<file path="src/design/btjs_pkg.sv">
`timescale 1ns / 1ps
// btjs_pkg: shared types, constants, control-word layout and helpers for the
// bilateral teleoperation joint step block. No dependencies.
package btjs_pkg;

  localparam int JOINTS = 7;
  // Index width for the per-joint state; the joint field itself is 3 bits.
  localparam int JIDX_W = (JOINTS > 1) ? $clog2(JOINTS) : 1;
  localparam logic [4:0] JOINTS_5 = 5'(JOINTS);
  // Joints that have an alpha byte in the packed alpha register.
  localparam logic [3:0] ALPHA_JOINTS = 4'd7;

  // Configuration register indexes.
  localparam logic [2:0] REG_RELATIVE_MAPPING = 3'd0;
  localparam logic [2:0] REG_POSITION_SCALE   = 3'd1;
  localparam logic [2:0] REG_MAX_JOINT_STEP   = 3'd2;
  localparam logic [2:0] REG_FEEDBACK_GAIN    = 3'd3;
  localparam logic [2:0] REG_ALPHA_PACK       = 3'd4;
  localparam logic [2:0] REG_PASSIVE_MODE     = 3'd5;
  localparam logic [2:0] REG_HAPTIC_ENABLE    = 3'd6;

  localparam int CFG_DATA_W = 56;

  // Multiplier operand selects.
  localparam logic [2:0] MUL_NONE = 3'd0;
  localparam logic [2:0] MUL_POS  = 3'd1;  // position_scale * leader offset (or position)
  localparam logic [2:0] MUL_TAU  = 3'd2;  // feedback_gain * follower torque
  localparam logic [2:0] MUL_PWR  = 3'd3;  // leader_vel * tau
  localparam logic [2:0] MUL_MLO  = 3'd4;  // |power| low part * alpha
  localparam logic [2:0] MUL_MHI  = 3'd5;  // |power| high part * alpha

  // Result forms.
  localparam logic [2:0] RES_NONE = 3'd0;
  localparam logic [2:0] RES_UPD  = 3'd1;
  localparam logic [2:0] RES_GRAV = 3'd2;
  localparam logic [2:0] RES_CAP  = 3'd3;
  localparam logic [2:0] RES_OOR  = 3'd4;

  // Jump conditions.
  localparam logic [1:0] C_NEVER = 2'd0;
  localparam logic [1:0] C_BADJ  = 2'd1;
  localparam logic [1:0] C_CAPT  = 2'd2;
  localparam logic [1:0] C_GRAV  = 2'd3;

  typedef struct packed {
    logic              action;
    logic [2:0]        joint;
    logic signed [31:0] leader_pos;
    logic signed [31:0] leader_vel;
    logic signed [31:0] follower_pos;
    logic signed [31:0] follower_ext_torque;
  } sample_t;

  typedef struct packed {
    logic [2:0]         out_joint;
    logic signed [31:0] follower_target;
    logic signed [31:0] leader_torque;
    logic               drive_follower;
    logic               drive_leader;
  } result_t;

  typedef struct packed {
    logic               relative_mapping;
    logic signed [23:0] position_scale;
    logic [23:0]        max_joint_step;
    logic signed [23:0] feedback_gain;
    logic [55:0]        alpha_pack;
    logic               passive_mode;
    logic               haptic_enable;
  } cfg_t;

  // One microcode word.
  typedef struct packed {
    logic [2:0] mul;
    logic       load;
    logic       raw;
    logic       lim;
    logic       tau;
    logic       pwr;
    logic       macc_lo;
    logic       macc_hi;
    logic [2:0] res;
    logic [1:0] cond;
    logic [3:0] target;
    logic       done;
  } ctrl_t;

  // Datapath status seen by the sequencer's jump logic.
  typedef struct packed {
    logic bad_joint;
    logic capture;
    logic gravity;
  } stat_t;

  function automatic logic signed [31:0] sat32(input logic signed [50:0] v);
    logic signed [31:0] r;
    if (v[50:31] != {20{v[50]}}) begin
      r = v[50] ? 32'sh8000_0000 : 32'sh7fff_ffff;
    end else begin
      r = v[31:0];
    end
    return r;
  endfunction

endpackage

</file>
<file path="src/design/btjs_sequencer.sv">
`timescale 1ns / 1ps
// btjs_sequencer: step counter, microcode table and conditional jumps.
// Depends on btjs_pkg.
module btjs_sequencer (
  input  logic            clk,
  input  logic            rst,
  input  logic            start,
  input  logic            slot_free,
  input  btjs_pkg::stat_t stat,
  output btjs_pkg::ctrl_t ctrl,
  output logic            busy,
  output logic            finish
);
  import btjs_pkg::*;

  localparam logic [3:0] S_LOAD  = 4'd0;
  localparam logic [3:0] S_POS   = 4'd1;
  localparam logic [3:0] S_RAW   = 4'd2;
  localparam logic [3:0] S_LIM   = 4'd3;
  localparam logic [3:0] S_PMUL  = 4'd4;
  localparam logic [3:0] S_PABS  = 4'd5;
  localparam logic [3:0] S_MLO   = 4'd6;
  localparam logic [3:0] S_MHI   = 4'd7;
  localparam logic [3:0] S_MACC  = 4'd8;
  localparam logic [3:0] S_FIN   = 4'd9;
  localparam logic [3:0] S_GRAV  = 4'd10;
  localparam logic [3:0] S_CAP   = 4'd11;
  localparam logic [3:0] S_OOR   = 4'd12;

  logic       running;
  logic [3:0] pc;
  ctrl_t      rom;
  logic       taken;

  // Program
  always_comb begin
    rom = '0;
    case (pc)
      S_LOAD: begin
        rom.load = 1'b1;  rom.cond = C_BADJ;  rom.target = S_OOR;
      end
      S_POS: begin
        rom.mul = MUL_POS;  rom.cond = C_CAPT;  rom.target = S_CAP;
      end
      S_RAW: begin
        rom.raw = 1'b1;  rom.mul = MUL_TAU;
      end
      S_LIM: begin
        rom.lim = 1'b1;  rom.tau = 1'b1;  rom.cond = C_GRAV;  rom.target = S_GRAV;
      end
      S_PMUL: rom.mul = MUL_PWR;
      S_PABS: rom.pwr = 1'b1;
      S_MLO:  rom.mul = MUL_MLO;
      S_MHI: begin
        rom.mul = MUL_MHI;  rom.macc_lo = 1'b1;
      end
      S_MACC: rom.macc_hi = 1'b1;
      S_FIN: begin
        rom.res = RES_UPD;  rom.done = 1'b1;
      end
      S_GRAV: begin
        rom.res = RES_GRAV;  rom.done = 1'b1;
      end
      S_CAP: begin
        rom.res = RES_CAP;  rom.done = 1'b1;
      end
      S_OOR: begin
        rom.res = RES_OOR;  rom.done = 1'b1;
      end
      default: rom = '0;
    endcase
  end

  assign ctrl = running ? rom : '0;

  always_comb begin
    case (rom.cond)
      C_BADJ:  taken = stat.bad_joint;
      C_CAPT:  taken = stat.capture;
      C_GRAV:  taken = stat.gravity;
      default: taken = 1'b0;
    endcase
  end

  assign busy   = running;
  assign finish = running && rom.done && slot_free;

  always_ff @(posedge clk) begin
    if (rst) begin
      running <= 1'b0;
      pc      <= S_LOAD;
    end else if (start) begin
      running <= 1'b1;
      pc      <= S_LOAD;
    end else if (running) begin
      if (rom.done) begin
        if (slot_free) begin
          running <= 1'b0;
        end
      end else if (taken) begin
        pc <= rom.target;
      end else begin
        pc <= pc + 4'd1;
      end
    end
  end

endmodule

</file>
<file path="config.mk">
export PLATFORM = sky130hd
export DESIGN_NAME = btjs_sequencer
export DESIGN_NICKNAME = d
export VERILOG_FILES = /design/src/design/btjs_pkg.sv /design/src/design/btjs_sequencer.sv
export SDC_FILE = /design/constraint.sdc
export NUM_CORES = 1
export LEC_CHECK = 0
export ABC_AREA = 1
export BUFFER_PORTS_ARGS = -buffer_cell sky130_fd_sc_hd__buf_4
export CAP_MARGIN = 40
export CORE_MARGIN = 8
export CORE_UTILIZATION = 40
export CTS_BUF_LIST = sky130_fd_sc_hd__clkbuf_4 sky130_fd_sc_hd__clkbuf_8 sky130_fd_sc_hd__clkbuf_16
export DETAILED_ROUTE_END_ITERATION = 10
export GPL_TIMING_DRIVEN = 0
export HOLD_SLACK_MARGIN = 0.06
export PLACE_DENSITY_LB_ADDON = 0.3
export SLEW_MARGIN = 10
export SYNTH_ARGS = -nofsm -noshare
export SYNTH_HDL_FRONTEND = slang
export SYNTH_SLANG_ARGS = --single-unit
</file>
<file path="constraint.sdc">
create_clock -name clk -period 1.8 [get_ports clk]
set_clock_uncertainty 0.2 [all_clocks]
set_input_delay 0.27 -clock clk [delete_from_list [all_inputs] [get_ports clk]]
set_output_delay 0.27 -clock clk [all_outputs]
set_load 0.01 [all_outputs]
</file>
==> key figures <==
Route
  – Vias per cell: 5.05
  – Residual DRC: 0
  – Count of vias placed by the detailed router: 783
  – Total length of routed wires: about 2.1 mm
  – Detail Route Antenna Nets: 0
  – Drt pass-1 iters: 4
  – Wire length per cell after detailed routing: 13.2 µm
  – Number of design-rule violations left by the first detailed-router iteration: 6

Critical path
  – Setup CP Type: register to primary output
  – Cells along the critical path: inv_4, ha_4, nor2_4, nand2_1, nand2_1, nand2_2, inv_2, nor2_1, buf_4
  – Required time at the endpoint of the critical path: 1.33 ns
  – Flop2flop setup slack: -0.08 ns
  – Arrival time at the worst endpoint: 1.42 ns
  – Type of element capturing the critical path: primary output
  – Crit start category: register
  – WP buf/inv: 3
  – Worst path slowest cell: sky130_fd_sc_hd__dfxtp_4
  – R2r endpoint: pc[3]
  – Number of cells on the worst reg-to-reg path: 13
  – Kind of cell adding the most delay to the critical path: flip-flops
  – Reg2Reg Launch Point: pc[0]
  – Critical path peak fanout: 4
  – CP most frequent cell: sky130_fd_sc_hd__nand2_1
  – Crit path largest cell delay: 0.40 ns

Timing
  – Upper clock frequency limit: 528 MHz
  – Relative max-transition margin: 0.821
  – Post-route minimum period: 1.89 ns
  – Final Cycle Share: 1.05
  – Slew at the pin closest to its max-slew limit: 0.266 ns
  – Smallest setup slack after layout: -0.0934 ns
  – Unrepaired setup endpoints after global routing: yes
  – Hold violation count in the final report: 0
  – Number of max-slew violations in the final report: 0
  – Final-report setup violation count: 9
  – Setup TNS: -0.413 ns

Synthesis
  – Mapped Nets: 106
  – Register bit count reported by yosys: 5
  – Fraction of synthesized cell area in xor and xnor cells: 0.0146
  – Synthesis Warnings: 0
  – Area fraction of the dominant cell type after synthesis: 0.167
  – Post-synthesis cell type count: 27
  – Main combinational cell family by area after synthesis: simple AND/OR/NAND/NOR gates
  – Biggest area contributors in the synthesized netlist: sky130_fd_sc_hd__dfxtp_1, sky130_fd_sc_hd__nand2_1, sky130_fd_sc_hd__nor2_1
  – Fraction of synthesized area in multiplexers: 0
  – Complex-gate fraction of the synthesized area: 0.178
  – Sequential-to-total area share from yosys stat: 0.167
  – Number of cells produced by synthesis: 95
  – Average cell area after synthesis: 6.30 µm²
  – Post-synthesis instance area: 598 µm²
  – Adder-cell share of the synthesized area: 0.0837
  – Post-synthesis simple-gate area fraction: 0.425
  – Post-synthesis cell type with the largest combined area: sky130_fd_sc_hd__dfxtp_1

Hold path
  – HP Class: input port to register
  – Start point of the worst min-delay path: start
  – Hold Path Sink: busy
  – Cell depth of the worst min-delay path: 3

Place
  – Dpl cells: 139
  – Placer congestion estimate: around 0.7
  – Buffers on Ports: 28
  – HPWL after DPL: 1.34 mm

Layout
  – Area growth from synthesis to final layout: 84.7%
  – Post-layout nets: 151
  – ANT cells: 0
  – Non-filler cells in the finished layout: 155
  – Post-layout util: 0.760
  – Fraction of layout cells with a size suffix above 1: 0.604

Clock tree
  – Skew-Pair Late Insertion Delay: about 0.25 ns
  – CTS Buf Count: 3
  – Max H-tree Level: 1
  – Clock transition at path regs: 0.05 ns
  – Count of clock tree sinks: 5
  – CTS tree: done
  – Root Buffer: sky130_fd_sc_hd__clkbuf_4
  – Maximum clock path buffer count: 2

Floorplan
  – Die extent in x: 54.7 µm
  – IO Count: 29
  – Cell Rows: 14
  – Die height: approximately 55 µm
  – Area of the core region: 0.00145 mm²
  – Die area: 0.00299 mm²
  – Initial standard-cell utilization of the core: 0.411

GRT
  – Vias in the first global route: 727
  – First-pass GRT wire length: 2.98 mm
  – Largest net degree at the start of global routing: 11
  – Overall routing resource usage: 0.131
  – Congestion Overflow GR: 0
  – Number of antenna violations at the first check in global routing: 0

Run
  – Count of maximum capacitance violations: 0

Power
  – Power density over cell area: 451 mW/mm²
  – Maximum resistive drop on vdd: between 0.3 and 0.4 mV
  – Leak pwr: between 0.5 and 0.6 nW

Status
  – Violations in the final reports: setup timing
  – Outcome: complete, but fails checks
## cell usage after synthesis (all sizes together)
library cell	instances
clkinv	1
nor3	6
buf	2
nor2	18
nand3	7
a211oi	1
a21oi	6
nand2	19
o21ai	6
dfxtp	5
inv	15
xnor2	1
a31oi	2
clkbuf	1
ha	4
o211ai	1
## tightest hold or removal path: cells and delay by family
kind                   cells  cell delay (ns)
AO/OA/AOI/OAI              2             0.15
buffers and inverters      1             0.08
## what timing repair did
action,in CTS,in global routing
hold buffers,1,0
resized for setup,29,15
gates cloned,0,0
endpoints found under the hold margin,1,0
endpoints found under the setup margin,25,18
pin swaps,8,8
setup buffers,8,4
## registers in the layout (all words and copies together) (netlist names)
| signal | flops |
|---|---|
| busy | 1 |
| pc | 4 |
## cell type report
type                            instances  area, µm²
Multi-Input combinational cell         71        531
Fill cell                             100        349
Timing Repair Buffer                   41        325
Sequential cell                         5        114
Inverter                               16       72.6
Clock buffer                            4       30.0
Tap cell                               16       20.0
Buffer                                  2       12.5
## metrics by stage
stage | hold WS, ns | worst slack [ns] | power, W | instance area (µm²)
CTS | 0.0929 | -0.0412 | 0.000472 | 1030
detailed placement | 0.239 | -0.126 | 0.000291 | 833
global placement | 0.234 | -0.0840 | 0.000288 | 833
finish | 0.0979 | -0.0934 | 0.000498 | 1100
global route | 0.120 | -0.162 | 0.000531 | 1100
floorplan | 0.139 | 0.0201 | 0.000236 | 603
## where the power goes
group          leakage, nW  internal (W)  switching, W
Clock               0.0184     0.0000992     0.0000512
Combinational        0.440      0.000101      0.000118
Sequential          0.0438      0.000116     0.0000141
Total                0.502      0.000316      0.000183
## how the worst max path moves through the flow
stage,from,to,slack (ns),depth (start not counted)
final,pc[0],ctrl[0],-0.09,9
after global routing,pc[0],finish,-0.16,8
after CTS,pc[1],finish,-0.04,9
after detailed placement,pc[0],pc[3],-0.13,12
after global placement,pc[0],pc[3],-0.08,12
after floorplan,busy,ctrl[6],0.02,4
## cell usage in the layout (no fill, tap or decap), types with 4 or more instances in the layout
cell type	count
sky130_fd_sc_hd__buf_4	37
sky130_fd_sc_hd__nand2_1	14
sky130_fd_sc_hd__nor2_1	12
sky130_fd_sc_hd__inv_1	9
sky130_fd_sc_hd__inv_2	4
sky130_fd_sc_hd__nor3_1	4
sky130_fd_sc_hd__nand3_1	4
sky130_fd_sc_hd__ha_4	4
sky130_fd_sc_hd__clkbuf_4	4
sky130_fd_sc_hd__buf_6	4
## per-layer routing
metal,global-route usage,share of wire
met3,0.0190,0.068
met5,0,0
met2,0.251,0.53
met4,0.0574,0.019
met1,0.135,0.39
## cell families after synthesis
group	Yosys count
adder cells (fa/ha/maj)	4
buffers and inverters	19
AND/OR/NAND/NOR	50
XOR/XNOR	1
flip-flops	5
AO/OA/AOI/OAI	16
Power figures use the tool's default switching activity.
